===== config.mk =====
export PLATFORM = sky130hd
export DESIGN_NAME = can_tx_periodic_oneshot_scheduler
export DESIGN_NICKNAME = d
export VERILOG_FILES = /design/src/design/cantx_pkg.sv /design/src/design/cantx_sched_core.sv /design/src/design/can_tx_periodic_oneshot_scheduler.sv
export VERILOG_INCLUDE_DIRS = /design/src /design/src/design
export SDC_FILE = /design/constraint.sdc
export NUM_CORES = 1
export LEC_CHECK = 0
export ABC_AREA = 1
export BUFFER_PORTS_ARGS = -buffer_cell sky130_fd_sc_hd__buf_2
export CELL_PAD_IN_SITES_DETAIL_PLACEMENT = 1
export CELL_PAD_IN_SITES_GLOBAL_PLACEMENT = 1
export CORE_ASPECT_RATIO = 0.6
export CORE_MARGIN = 10
export CORE_UTILIZATION = 52
export CTS_CLUSTER_DIAMETER = 150
export DETAILED_ROUTE_END_ITERATION = 8
export GPL_TIMING_DRIVEN = 0
export PLACE_DENSITY_LB_ADDON = 0.3
export SETUP_SLACK_MARGIN = 0.15
export SLEW_MARGIN = 30
export SYNTH_ARGS = -nofsm -noshare
export SYNTH_HDL_FRONTEND = slang
export SYNTH_HIERARCHICAL = 1
export SYNTH_SLANG_ARGS = --single-unit

===== constraint.sdc =====
create_clock -name clk -period 17.55 [get_ports clk]
set_input_delay 2.6325 -clock clk [delete_from_list [all_inputs] [get_ports clk]]
set_output_delay 2.6325 -clock clk [all_outputs]
set_load 0.03 [all_outputs]

===== src/design/assert_macros.svh =====
// Assertion helpers for the transmit scheduler.
// Each macro expands to one labeled concurrent assertion, clocked on the rising edge.
`ifndef ASSERT_MACROS_SVH
`define ASSERT_MACROS_SVH

// The property must hold at every rising edge while reset is released.
`define ASSERT_HOLDS(lbl, clk_sig, rst_n_sig, prop, msg) \
	lbl: assert property (@(posedge clk_sig) disable iff (!rst_n_sig) prop) else $error(msg);

// The condition must never be true at a rising edge while reset is released.
`define ASSERT_NEVER(lbl, clk_sig, rst_n_sig, cond, msg) \
	lbl: assert property (@(posedge clk_sig) disable iff (!rst_n_sig) !(cond)) else $error(msg);

`endif


===== src/design/cantx_pkg.sv =====
// Shared types and constants for the CAN transmit scheduler.
// Used by cantx_sched_core and the top level; depends on nothing else.
`default_nettype none

package cantx_pkg;

	localparam int FRAME_W = 64;
	localparam int INFO_W = 56;
	localparam int CNT_W = 24;
	localparam int CONF_CNT_W = 25;
	localparam int CFG_IDX_W = 1;

	localparam int INFO_BYTES_DEF = 7;

	// Item kinds.
	localparam logic [2:0] KIND_TICK = 3'd0;
	localparam logic [2:0] KIND_SET_PERIODIC = 3'd1;
	localparam logic [2:0] KIND_ONESHOT = 3'd2;
	localparam logic [2:0] KIND_DISABLE = 3'd3;
	localparam logic [2:0] KIND_CONFIRM = 3'd4;

	// Frame in flight.
	localparam logic [1:0] FLIGHT_NONE = 2'd0;
	localparam logic [1:0] FLIGHT_PERIODIC = 2'd1;
	localparam logic [1:0] FLIGHT_ONESHOT = 2'd2;

	// One-shot phases.
	localparam logic [1:0] PHASE_IDLE = 2'd0;
	localparam logic [1:0] PHASE_REQUESTED = 2'd1;
	localparam logic [1:0] PHASE_WAIT = 2'd2;

	// Controller answer to a write.
	localparam logic [1:0] WSTAT_ACCEPTED = 2'd0;

	// Configuration register indexes and reset values.
	localparam logic [CFG_IDX_W-1:0] CFG_PERIOD_TICKS = 1'b0;
	localparam logic [CFG_IDX_W-1:0] CFG_CONFIRM_TIMEOUT = 1'b1;
	localparam logic [CNT_W-1:0] PERIOD_TICKS_RST = 24'd20000;
	localparam logic [CNT_W-1:0] CONFIRM_TIMEOUT_RST = 24'd200000;

	typedef struct packed {
		logic [2:0] kind;
		logic [7:0] first_byte;
		logic [INFO_W-1:0] info_bytes;
		logic enable;
		logic [1:0] write_status;
	} item_t;

	typedef struct packed {
		logic write_attempt;
		logic [FRAME_W-1:0] frame_data;
		logic [1:0] attempt_kind;
		logic [1:0] in_flight_kind;
		logic [1:0] oneshot_status;
		logic confirmed_event;
		logic timeout_event;
		logic pending_held;
	} result_t;

endpackage

`default_nettype wire


===== src/design/cantx_sched_core.sv =====
// Scheduler state and the next-state logic that handles one word per step.
// Depends on cantx_pkg for the item and result types and the codes.
`default_nettype none

module cantx_sched_core #(
	parameter int INFO_BYTES = cantx_pkg::INFO_BYTES_DEF
) (
	input wire logic clk,
	input wire logic arst_n,
	input wire logic step,
	input wire cantx_pkg::item_t item,
	input wire logic [cantx_pkg::CNT_W-1:0] period_ticks,
	input wire logic [cantx_pkg::CNT_W-1:0] confirm_timeout_ticks,
	output cantx_pkg::result_t result
);
	import cantx_pkg::*;

	localparam logic [INFO_W-1:0] INFO_MASK = (INFO_W'(1) << (8 * INFO_BYTES)) - INFO_W'(1);
	localparam logic [CONF_CNT_W-1:0] CONF_CNT_MAX = '1;

	logic [FRAME_W-1:0] periodic_frame_q, oneshot_frame_q, pending_frame_q;
	logic [FRAME_W-1:0] periodic_frame_n, oneshot_frame_n, pending_frame_n;
	logic pending_valid_q, pending_valid_n;
	logic periodic_enabled_q, periodic_enabled_n;
	logic [1:0] flight_kind_q, flight_kind_n;
	logic [1:0] oneshot_phase_q, oneshot_phase_n;
	logic [CNT_W-1:0] period_count_q, period_count_n;
	logic [CONF_CNT_W-1:0] confirm_count_q, confirm_count_n, confirm_count_inc;
	logic confirm_seen_q, confirm_seen_n;
	logic [FRAME_W-1:0] new_frame;
	logic accepted;

	assign new_frame = {item.info_bytes & INFO_MASK, item.first_byte};
	assign accepted = (item.write_status == WSTAT_ACCEPTED);
	assign confirm_count_inc = (confirm_count_q != CONF_CNT_MAX) ?
		confirm_count_q + CONF_CNT_W'(1) : confirm_count_q;

	always_comb begin
		periodic_frame_n = periodic_frame_q;
		oneshot_frame_n = oneshot_frame_q;
		pending_frame_n = pending_frame_q;
		pending_valid_n = pending_valid_q;
		periodic_enabled_n = periodic_enabled_q;
		flight_kind_n = flight_kind_q;
		oneshot_phase_n = oneshot_phase_q;
		period_count_n = period_count_q;
		confirm_count_n = confirm_count_q;
		confirm_seen_n = confirm_seen_q;
		result = '0;

		case (item.kind)
			KIND_TICK: begin
				// Retire or abandon the frame in flight first.
				if (flight_kind_q != FLIGHT_NONE) begin
					if (confirm_seen_q) begin
						result.confirmed_event = 1'b1;
						flight_kind_n = FLIGHT_NONE;
						confirm_count_n = '0;
						if (oneshot_phase_q == PHASE_WAIT) begin
							if (pending_valid_q) begin
								oneshot_frame_n = pending_frame_q;
								pending_valid_n = 1'b0;
								oneshot_phase_n = PHASE_REQUESTED;
							end else begin
								oneshot_phase_n = PHASE_IDLE;
							end
						end
					end else if (confirm_count_inc > {1'b0, confirm_timeout_ticks}) begin
						result.timeout_event = 1'b1;
						flight_kind_n = FLIGHT_NONE;
						confirm_count_n = '0;
						if (oneshot_phase_q == PHASE_WAIT) begin
							oneshot_phase_n = PHASE_REQUESTED;
						end
					end else begin
						confirm_count_n = confirm_count_inc;
					end
				end
				// Then at most one write attempt, one-shot first.
				if (flight_kind_n == FLIGHT_NONE) begin
					if (oneshot_phase_n == PHASE_REQUESTED) begin
						result.write_attempt = 1'b1;
						result.frame_data = oneshot_frame_n;
						result.attempt_kind = FLIGHT_ONESHOT;
						confirm_seen_n = 1'b0;
						if (accepted) begin
							flight_kind_n = FLIGHT_ONESHOT;
							oneshot_phase_n = PHASE_WAIT;
						end
					end else if (periodic_enabled_q) begin
						if (period_count_q < period_ticks) begin
							period_count_n = period_count_q + CNT_W'(1);
						end else begin
							period_count_n = '0;
							result.write_attempt = 1'b1;
							result.frame_data = periodic_frame_q;
							result.attempt_kind = FLIGHT_PERIODIC;
							confirm_seen_n = 1'b0;
							if (accepted) begin
								flight_kind_n = FLIGHT_PERIODIC;
							end
						end
					end else begin
						period_count_n = period_ticks;
					end
				end
			end
			KIND_SET_PERIODIC: begin
				periodic_frame_n = new_frame;
				periodic_enabled_n = item.enable;
			end
			KIND_ONESHOT: begin
				if (oneshot_phase_q == PHASE_IDLE) begin
					oneshot_frame_n = new_frame;
					oneshot_phase_n = PHASE_REQUESTED;
				end else begin
					// A newer request replaces whatever was queued.
					pending_frame_n = new_frame;
					pending_valid_n = 1'b1;
				end
			end
			KIND_DISABLE: begin
				periodic_enabled_n = 1'b0;
			end
			KIND_CONFIRM: begin
				confirm_seen_n = 1'b1;
			end
			default: begin
				// Unused kinds leave the state alone.
			end
		endcase

		result.in_flight_kind = flight_kind_n;
		result.oneshot_status = oneshot_phase_n;
		result.pending_held = pending_valid_n;
	end

	// Frame buffers are only read after being loaded, so they carry no reset.
	always_ff @(posedge clk) begin
		if (step) begin
			periodic_frame_q <= periodic_frame_n;
			oneshot_frame_q <= oneshot_frame_n;
			pending_frame_q <= pending_frame_n;
		end
	end

	always_ff @(posedge clk or negedge arst_n) begin
		if (!arst_n) begin
			pending_valid_q <= 1'b0;
			periodic_enabled_q <= 1'b0;
			flight_kind_q <= FLIGHT_NONE;
			oneshot_phase_q <= PHASE_IDLE;
			period_count_q <= PERIOD_TICKS_RST;
			confirm_count_q <= '0;
			confirm_seen_q <= 1'b0;
		end else if (step) begin
			pending_valid_q <= pending_valid_n;
			periodic_enabled_q <= periodic_enabled_n;
			flight_kind_q <= flight_kind_n;
			oneshot_phase_q <= oneshot_phase_n;
			period_count_q <= period_count_n;
			confirm_count_q <= confirm_count_n;
			confirm_seen_q <= confirm_seen_n;
		end
	end

endmodule

`default_nettype wire


===== src/design/can_tx_periodic_oneshot_scheduler.sv =====
// CAN transmit scheduler top level: input register, scheduler core, result register.
// An accepted input word waits in the input register; its result word is offered from the
// result register once the word advances, which a stalled result holds off. Throughput is
// one word per cycle while out_stall is low; the core's single-pass next-state logic sets it.
// Reset (arst_n low, asynchronous) empties both registers, restores register defaults
// and returns the scheduler to idle with the period counter at the period reset value.
`default_nettype none
`include "assert_macros.svh"

module can_tx_periodic_oneshot_scheduler #(
	parameter int INFO_BYTES = cantx_pkg::INFO_BYTES_DEF
) (
	input wire logic clk,
	input wire logic arst_n,

	// Configuration write port.
	input wire logic cfg_we,
	input wire logic [cantx_pkg::CFG_IDX_W-1:0] cfg_index,
	input wire logic [cantx_pkg::CNT_W-1:0] cfg_data,

	// Input channel.
	input wire logic in_valid,
	output logic in_stall,
	input wire logic [2:0] kind,
	input wire logic [7:0] first_byte,
	input wire logic [cantx_pkg::INFO_W-1:0] info_bytes,
	input wire logic enable,
	input wire logic [1:0] write_status,

	// Output channel.
	output logic out_valid,
	input wire logic out_stall,
	output logic write_attempt,
	output logic [cantx_pkg::FRAME_W-1:0] frame_data,
	output logic [1:0] attempt_kind,
	output logic [1:0] in_flight_kind,
	output logic [1:0] oneshot_status,
	output logic confirmed_event,
	output logic timeout_event,
	output logic pending_held
);
	import cantx_pkg::*;

	logic [CNT_W-1:0] period_ticks_q;
	logic [CNT_W-1:0] confirm_timeout_ticks_q;

	item_t item_s1;
	logic valid_s1;
	result_t result_comb;
	result_t result_s2;
	logic valid_s2;
	logic advance;
	logic in_accept;

	// The staged word moves into the result register whenever that register is
	// empty or its word is being taken in the same cycle. The input register is
	// refilled in the same cycle it drains, so words stream without gaps.
	assign advance = valid_s1 && (!valid_s2 || !out_stall);
	assign in_stall = valid_s1 && !advance;
	assign in_accept = in_valid && !in_stall;

	// Configuration registers. Writes must arrive only while the scheduler is idle; the block does not enforce this.
	always_ff @(posedge clk or negedge arst_n) begin
		if (!arst_n) begin
			period_ticks_q <= PERIOD_TICKS_RST;
			confirm_timeout_ticks_q <= CONFIRM_TIMEOUT_RST;
		end else if (cfg_we) begin
			if (cfg_index == CFG_PERIOD_TICKS) begin
				period_ticks_q <= cfg_data;
			end else begin
				confirm_timeout_ticks_q <= cfg_data;
			end
		end
	end

	// Input register.
	always_ff @(posedge clk or negedge arst_n) begin
		if (!arst_n) begin
			valid_s1 <= 1'b0;
		end else if (in_accept) begin
			valid_s1 <= 1'b1;
		end else if (advance) begin
			valid_s1 <= 1'b0;
		end
	end

	always_ff @(posedge clk) begin
		if (in_accept) begin
			item_s1 <= '{kind: kind, first_byte: first_byte, info_bytes: info_bytes,
				enable: enable, write_status: write_status};
		end
	end

	// The core commits its state exactly when the staged word's result is captured.
	cantx_sched_core #(
		.INFO_BYTES(INFO_BYTES)
	) u_core (
		.clk(clk),
		.arst_n(arst_n),
		.step(advance),
		.item(item_s1),
		.period_ticks(period_ticks_q),
		.confirm_timeout_ticks(confirm_timeout_ticks_q),
		.result(result_comb)
	);

	// Result register.
	always_ff @(posedge clk or negedge arst_n) begin
		if (!arst_n) begin
			valid_s2 <= 1'b0;
		end else if (advance) begin
			valid_s2 <= 1'b1;
		end else if (!out_stall) begin
			valid_s2 <= 1'b0;
		end
	end

	always_ff @(posedge clk) begin
		if (advance) begin
			result_s2 <= result_comb;
		end
	end

	assign out_valid = valid_s2;
	assign write_attempt = result_s2.write_attempt;
	assign frame_data = result_s2.frame_data;
	assign attempt_kind = result_s2.attempt_kind;
	assign in_flight_kind = result_s2.in_flight_kind;
	assign oneshot_status = result_s2.oneshot_status;
	assign confirmed_event = result_s2.confirmed_event;
	assign timeout_event = result_s2.timeout_event;
	assign pending_held = result_s2.pending_held;

	// A one-shot frame in flight always means the one-shot is waiting for confirmation.
	`ASSERT_HOLDS(a_oneshot_flight_phase, clk, arst_n, (valid_s2 && result_s2.in_flight_kind == FLIGHT_ONESHOT) |-> (result_s2.oneshot_status == PHASE_WAIT), "one-shot in flight without wait phase")
	// A single tick cannot both retire and abandon the frame in flight.
	`ASSERT_NEVER(a_confirm_xor_timeout, clk, arst_n, valid_s2 && result_s2.confirmed_event && result_s2.timeout_event, "confirmation and timeout in the same word")
	// An empty input register never holds off the sender.
	`ASSERT_HOLDS(a_no_stall_when_empty, clk, arst_n, !valid_s1 |-> !in_stall, "input stalled while the input register is empty")

endmodule

`default_nettype wire

==> reports/results.txt, run 1 <==
Status - finished, final reports clean
Post_cts resized - 0
EDFF count, synth - 336
Gr usage total - 25.8%
GR Overflow Total - 0
Worst path max stage delay - 570 ps
Yosys Warn Count - 6
Post-route ant nets - 0
Post-route insts no fill - 2422
DRC Markers - 0
PortBufs - 174
Clk_lat worst skew - 560 ps
Fraction of layout cells with a size suffix above 1 - 18.5%
Avg Inst Size Synth - 11.5 µm²
H-tree depth - 2
Hold WC Path Type - flop to flop
DR vias - 14001
Slew Limit Headroom - 37.0%
Die X - 268 µm
CP arrival - 6280 ps
CP required - 17970 ps
CP Launch Point - u_core/confirm_count_q[0]
Die Footprint - 45400 µm²
Post-route cell area - 22500 µm²
WL/cell - 24.4 µm
Final core occ - 61.8%
Hold buffers post-CTS - 0
Reg clk slew, reported paths - 70 ps
Buf/Inv on CP - 2
Root Driver - clkbuf_16
Slew of the pin with the lowest slew margin - 945 ps
P&R area growth vs syn - 16.8%
Delay-heaviest family, CP - simple AND/OR/NAND/NOR gates
Hold Path Cell Cnt - 2
Core area - 36400 µm²
Clk buf depth - 3
Io pins - 176
Largest cells by area after synthesis - edfxtp_1 52%, dfrtp_1 12%, nand2_1 8.0%
Synth area leader - edfxtp_1
Syn Inst Count - 1675
Yosys top cell area share - 52.4%
Final setup violation count - 0
Critical Path Start Type - flop
R2r worst-path depth - 29
Crit Path Class - flop to flop
Routed WL - 59.0 mm
Final min period - 5860 ps
Vias per cell - 5.78
PwrDens - 122 nW/µm²
Placed instance count - 2349
Worst Path Max Fanout - 10
Fin nets - 2066
Most used cell along the critical path - nand2_1
Place WS - 11710 ps
Initial Util - 52.9%
CP Capture Type - flop
Ys async rst share - 24.0%
DP Wirelength - 42.5 mm
CTS tree - done
Sequential Power Share - 48.4%
Hold path start - confirm_timeout_ticks_q[10]
Clock share of power - 33.0%
Routability cong. - 0.932
Initial antenna violation count - 2
Final Hold Vio Count - 0
Final hold slack - 473 ps
Rows - 54
Register area share after synthesis - 66.3%
Top_reg_cell synth - edfxtp_1
Seq cells post-synth - 442
Pleak - 9.49 nW
DRC marker count from the first detailed-route iteration - 1404
Final Slew Violations - 0
Syn_nets - 1824
F_max - 171 MHz
Setup repair after global routing missed its margin - no
Combinational power share - 18.6%
Diodes inserted - 0
Crit path depth - 29
Vias in the first global route - 15073
TritonCTS Buffers - 42
Peak supply drop - 0.000114 V
Iteration count of the initial detailed-routing pass - 5
First-pass GRT wire length - 90.1 mm
Total net switching power - 0.837 mW
Die Height - 169 µm
Setup Skew - 14.3 ps
Cell area after placement - 21200 µm²
Clock sinks - 442
Final period util - 33.4%
Mapped Area - 19300 µm²
Post-CTS setup buffers - 0
Final WS setup - 11690 ps
Reg-to-Reg Start - u_core/confirm_count_q[0]
P_int - 1.92 mW
Max_cap viols - 0
Critical Path Slowest Stage Cell - clkbuf_1
Switching Share - 30.4%
Cell variety after synth - 45
Largest net degree at the start of global routing - 75
==> final timing paths <==
kind / slack [ps] / endpoint
max: 11690 / frame_data[50]
min: 470 / confirm_timeout_ticks_q[10]
max reg2reg: 11690 / frame_data[50]
min reg2reg: 470 / confirm_timeout_ticks_q[10]
max in group asynchronous: 14890 / u_core/period_count_q[14]
min in group asynchronous: 1950 / u_core/confirm_count_q[22]
==> synth_stat cells (2+ instances only) <==
| library cell | count |
|---|---|
| dfstp_2 | 16 |
| inv_2 | 2 |
| nor3_2 | 2 |
| nor2_2 | 4 |
| nor3_1 | 32 |
| a31oi_1 | 2 |
| nand3_1 | 97 |
| mux2i_1 | 64 |
| inv_1 | 129 |
| nand2_1 | 411 |
| a21oi_1 | 40 |
| nand2_4 | 2 |
| ha_1 | 49 |
| clkbuf_1 | 28 |
| clkinv_1 | 2 |
| o22ai_1 | 21 |
| xnor2_1 | 5 |
| o21ai_1 | 11 |
| nand4_1 | 13 |
| a22o_1 | 4 |
| nand2_2 | 8 |
| o21ai_2 | 23 |
| buf_4 | 4 |
| or2_2 | 4 |
| a22oi_1 | 4 |
| buf_2 | 24 |
| nor4_1 | 7 |
| buf_6 | 8 |
| o21a_1 | 2 |
| nand3b_1 | 2 |
| o21ai_0 | 125 |
| nor2_1 | 67 |
| xor2_1 | 26 |
| o211ai_1 | 2 |
| dfrtp_1 | 90 |
| edfxtp_1 | 336 |
==> kinds of logic after synthesis <==
| kind of cell | Yosys count | share of synthesized area, % |
|---|---|---|
| AO/OA/AOI/OAI | 238 | 7.02 |
| XOR/XNOR | 31 | 1.41 |
| adder cells (fa/ha/maj) | 49 | 3.18 |
| buffers and inverters | 199 | 4.45 |
| flip-flops | 442 | 66.3 |
| multiplexers | 64 | 3.33 |
| AND/OR/NAND/NOR | 652 | 14.3 |
==> power by group through the flow <==
stage	registers [mW]	clock network, mW	logic, mW
final	1.33	0.907	0.513
after global routing	1.34	0.966	0.571
after CTS	1.33	0.918	0.509
after detailed placement	1.35	0	0.500
after global placement	1.35	0	0.453
after floorplan	1.35	0	0.303
==> registers in the layout (all words and copies together), names as in the netlist, 2 cells and up <==
signal and count:
u_core/confirm_count_q 25, u_core/oneshot_frame_q 64, oneshot_status 2, u_core/pending_frame_q 64, u_core/period_count_q 24, confirm_timeout_ticks_q 24, u_core/flight_kind_q 2, period_ticks_q 24
u_core/oneshot_phase_q 2, frame_data 64, u_core/periodic_frame_q 64, in_flight_kind 2, attempt_kind 2, item_s1 70
==> metal layers <==
metal  track usage, %  vias to the layer above  share of wire [%]
li1                 -                     6284                  -
met1             34.8                     7104                 43
met2             42.0                      509                 48
met3             4.76                      100                6.5
met4             7.86                        4                2.5
met5                0                        -              0.041
==> layout make-up <==
| cell class | count | area (µm²) |
|---|---|---|
| inverter | 134 | 513 |
| multi-input combinational | 1034 | 5670 |
| fill | 3801 | 13900 |
| buffer | 65 | 349 |
| tap | 476 | 596 |
| clock buffer | 51 | 1110 |
| timing repair buffer | 198 | 1270 |
| clock inverter | 22 | 228 |
| sequential | 442 | 12800 |
==> per-stage QoR <==
step / total power [mW] / TNS [ps]
after floorplan: 1.65 / 0
after global placement: 1.80 / -42200
after detailed placement: 1.85 / 0
after CTS: 2.76 / 0
after global routing: 2.88 / 0
final: 2.75 / 0
==> worst register-to-register path: cells and delay by family, from the launching register on <==
| kind | cells | cell delay (ps) |
|---|---|---|
| AO/OA/AOI/OAI | 1 | 100 |
| XOR/XNOR | 1 | 200 |
| adder cells (fa/ha/maj) | 2 | 560 |
| buffers and inverters | 2 | 640 |
| flip-flops | 1 | 410 |
| AND/OR/NAND/NOR | 23 | 3810 |
==> cells in the final DEF, fill, tap and decap left out, types with 9 or more instances in the layout <==
| master | instances |
|---|---|
| nand2_1 | 411 |
| edfxtp_1 | 336 |
| buf_2 | 197 |
| inv_1 | 128 |
| o21ai_0 | 125 |
| nand3_1 | 97 |
| dfrtp_1 | 90 |
| nor2_1 | 65 |
| mux2i_1 | 64 |
| ha_1 | 49 |
| clkbuf_16 | 43 |
| a21oi_1 | 39 |
| clkbuf_1 | 36 |
| nor3_1 | 31 |
| xor2_1 | 26 |
| o21ai_2 | 23 |
| o22ai_1 | 21 |
| dfstp_2 | 16 |
| buf_4 | 15 |
| nand4_1 | 13 |
| o21ai_1 | 11 |
| clkinv_1 | 10 |
| buf_16 | 9 |
No activity file was read; power rests on OpenSTA's default activity.
==> run 2, diff against run 1 <==
--- a/config.mk
+++ b/config.mk
@@ -12,7 +12,7 @@
 export CELL_PAD_IN_SITES_GLOBAL_PLACEMENT = 1
 export CORE_ASPECT_RATIO = 0.6
 export CORE_MARGIN = 10
-export CORE_UTILIZATION = 52
+export CORE_UTILIZATION = 43
 export CTS_CLUSTER_DIAMETER = 150
 export DETAILED_ROUTE_END_ITERATION = 8
 export GPL_TIMING_DRIVEN = 0
==> constraint.sdc (replaced) <==
create_clock -name clk -period 4.7 [get_ports clk]
set_input_delay 0.705 -clock clk [delete_from_list [all_inputs] [get_ports clk]]
set_output_delay 0.705 -clock clk [all_outputs]
set_load 0.03 [all_outputs]
==> run 2 against run 1 <==
Combinational power rose to 4.0 times the previous value. Final cell count rose by 5.5%. Critical path depth rose by 1. Core utilization is 8.6 points lower. First-iteration DRC count fell by 26%. Register-to-register slack lost 11000 ps. Worst setup slack got worse by 11000 ps. Sequential power rose to 3.7 times the previous value. Largest cell class unchanged.
==> reports/results.txt, run 2 (same netlist as run 1, synthesis figures left out) <==
DRC marker count from the first detailed-route iteration - 1044 (-26%)
DR vias - 13826 (-1.2%)
Root Driver - clkbuf_16
Final min period - 4440 ps (-1420 ps)
Most used cell along the critical path - nand2_2
Most common cell after layout, fill and taps aside - nand2_1
Core area - 43800 µm² (+20%)
Crit Path Class - flop to flop
H-tree depth - 2 (unchanged)
Worst Hold Path EP - item_s1[49]
Critical Path Slowest Stage Cell - dfrtp_1
Hold Path Cell Cnt - 1 (-1)
DRC Markers - 0 (unchanged)
Worst path max stage delay - 430 ps (-140 ps)
Rows - 59 (+9.3%)
CP arrival - 4750 ps (-1530 ps)
Biggest register - item_s1
Routed WL - 60.3 mm (+2.1%)
Fin nets - 2087 (+1.0%)
DP Wirelength - 42.8 mm (+0.62%)
Setup repair after global routing missed its margin - no
Gr usage total - 21.5% (-4.3 points)
Final Hold Vio Count - 0 (unchanged)
Routability cong. - 0.903 (-3.1%)
CP required - 5010 ps (-12960 ps)
Die X - 293 µm (+9.2%)
CP Capture Type - flop
Multi-input gate area - 5920 µm² (+4.5%)
Critical R2R Capture - frame_data[0]
Register Area - 12800 µm² (about the same)
Clk buf depth - 3 (unchanged)
Worst Path Max Fanout - 6 (-4)
CTS tree - done
Peak supply drop - 0.000265 V (+130%)
Status - finished, final reports clean
Post-route insts no fill - 2554 (+5.5%)
Post-route ant nets - 0 (unchanged)
Placed instance count - 2445 (+4.1%)
Vias per cell - 5.41 (-6.4%)
Setup Skew - 20.3 ps (+6.00 ps)
Die Height - 184 µm (+8.8%)
Final hold slack - 301 ps (-172 ps)
Reg-to-Reg Start - u_core/confirm_count_q[0]
R2r worst-path depth - 30 (+3.4%)
Power, Total - 10.6 mW (+290%)
Place WS - -755 ps (-12470 ps)
Final Slew Violations - 0 (unchanged)
Largest net degree at the start of global routing - 80 (+6.7%)
Max_cap viols - 0 (unchanged)
Reg clk slew, reported paths - 70 ps (about the same)
Initial antenna violation count - 3 (+1)
Vias in the first global route - 14681 (-2.6%)
PortBufs - 174 (unchanged)
Reg-to-reg slack, setup - 260 ps (-11430 ps)
Commonest cells after routing, fill and taps aside - 402 x nand2_1, 336 x edfxtp_1, 195 x buf_2
Slew Limit Headroom - 34.0% (-3.0 points)
Slew of the pin with the lowest slew margin - 990 ps (+45.1 ps)
Clk_lat worst skew - 570 ps (about the same)
Iteration count of the initial detailed-routing pass - 5 (unchanged)
Hold path start - info_bytes[46]
Max FFs per register - 70 (unchanged)
Io pins - 176 (unchanged)
Final setup violation count - 0 (unchanged)
F_max - 225 MHz (+32%)
GR Overflow Total - 0 (unchanged)
Final WS setup - 261 ps (-11430 ps)
Hold WC Path Type - primary input to flop
P&R area growth vs syn - 20.9%
PwrDens - 456 nW/µm² (+270%)
# fillers - 4610 (+21%)
Pleak - 9.74 nW (+2.6%)
First-pass GRT wire length - 89.7 mm (-0.46%)
Clock sinks - 442 (unchanged)
WL/cell - 23.6 µm (-3.2%)
Critical Path Start Type - flop
Final period util - 94.4% (+61 points)
TritonCTS Buffers - 43 (+2.4%)
Die Footprint - 53900 µm² (+19%)
Fraction of layout cells with a size suffix above 1 - 21.8% (+3.3 points)
Initial Util - 44.0% (-8.9 points)
-- run 2: cell type report --
type	count	share of cell area, %
multi-input cells	1034	25.4
plain buffers	65	1.82
well taps	579	3.11
repair buffers	218	6.32
inverters	134	2.23
clock buffers	52	4.81
flip-flops and latches	442	54.9
clock inverters	28	1.39
diodes	2	0.0215
-- run 2: through the flow --
stage          area (µm²)  utilization [%]  TNS, ps
2_1_floorplan       19300                -        0
3_3_place_gp        20900             47.7  -352060
3_5_place_dp        21300             48.6   -41870
4_1_cts             22900             52.2        0
5_1_grt             23300             53.2        0
6_report            23300             53.2        0
-- run 2: repair_timing --
| action | CTS | global route |
|---|---|---|
| hold buffers | 1 | 0 |
| pin swaps | 2 | 14 |
| setup endpoints to repair | 114 | 105 |
| resized for setup | 23 | 57 |
| hold endpoints to repair | 20 | 0 |
| buffers inserted | 6 | 20 |
-- run 2: worst max-delay path by stage --
stage / startpoint / to / slack (ps) / cells after the start
finish: u_core/confirm_count_q[0] / frame_data[0] / 260 / 30
global route: u_core/confirm_count_q[0] / frame_data[11] / 50 / 29
CTS: u_core/confirm_count_q[1] / frame_data[25] / 150 / 29
detailed placement: u_core/confirm_count_q[0] / frame_data[52] / -750 / 31
global placement: out_stall / u_core/pending_frame_q[38] / -2270 / 4
floorplan: out_stall / u_core/pending_frame_q[0] / 160 / 3
-- run 2: worst max-delay path: cells and delay by family, from the launching register on --
| family | cells | cell delay [ps] |
|---|---|---|
| simple gates | 21 | 2340 |
| compound gates | 1 | 70 |
| flops | 1 | 430 |
| fa+ha+maj | 2 | 480 |
| buf+inv | 5 | 540 |
| xor+xnor | 1 | 280 |
-- run 2: report_power, final --
part / internal, mW / total, mW / switching [mW]
clock network: 2.05 / 3.61 / 1.56
logic: 0.679 / 2.03 / 1.35
registers: 4.63 / 4.98 / 0.347
total: 7.36 / 10.6 / 3.25
-- run 2: layer usage --
metal	wire length, µm	track usage, %	up-vias
met1	27400	30.1	7039
met2	28500	34.7	386
met5	0	0	-
met3	3040	3.12	69
met4	1370	5.79	0
li1	-	-	6332
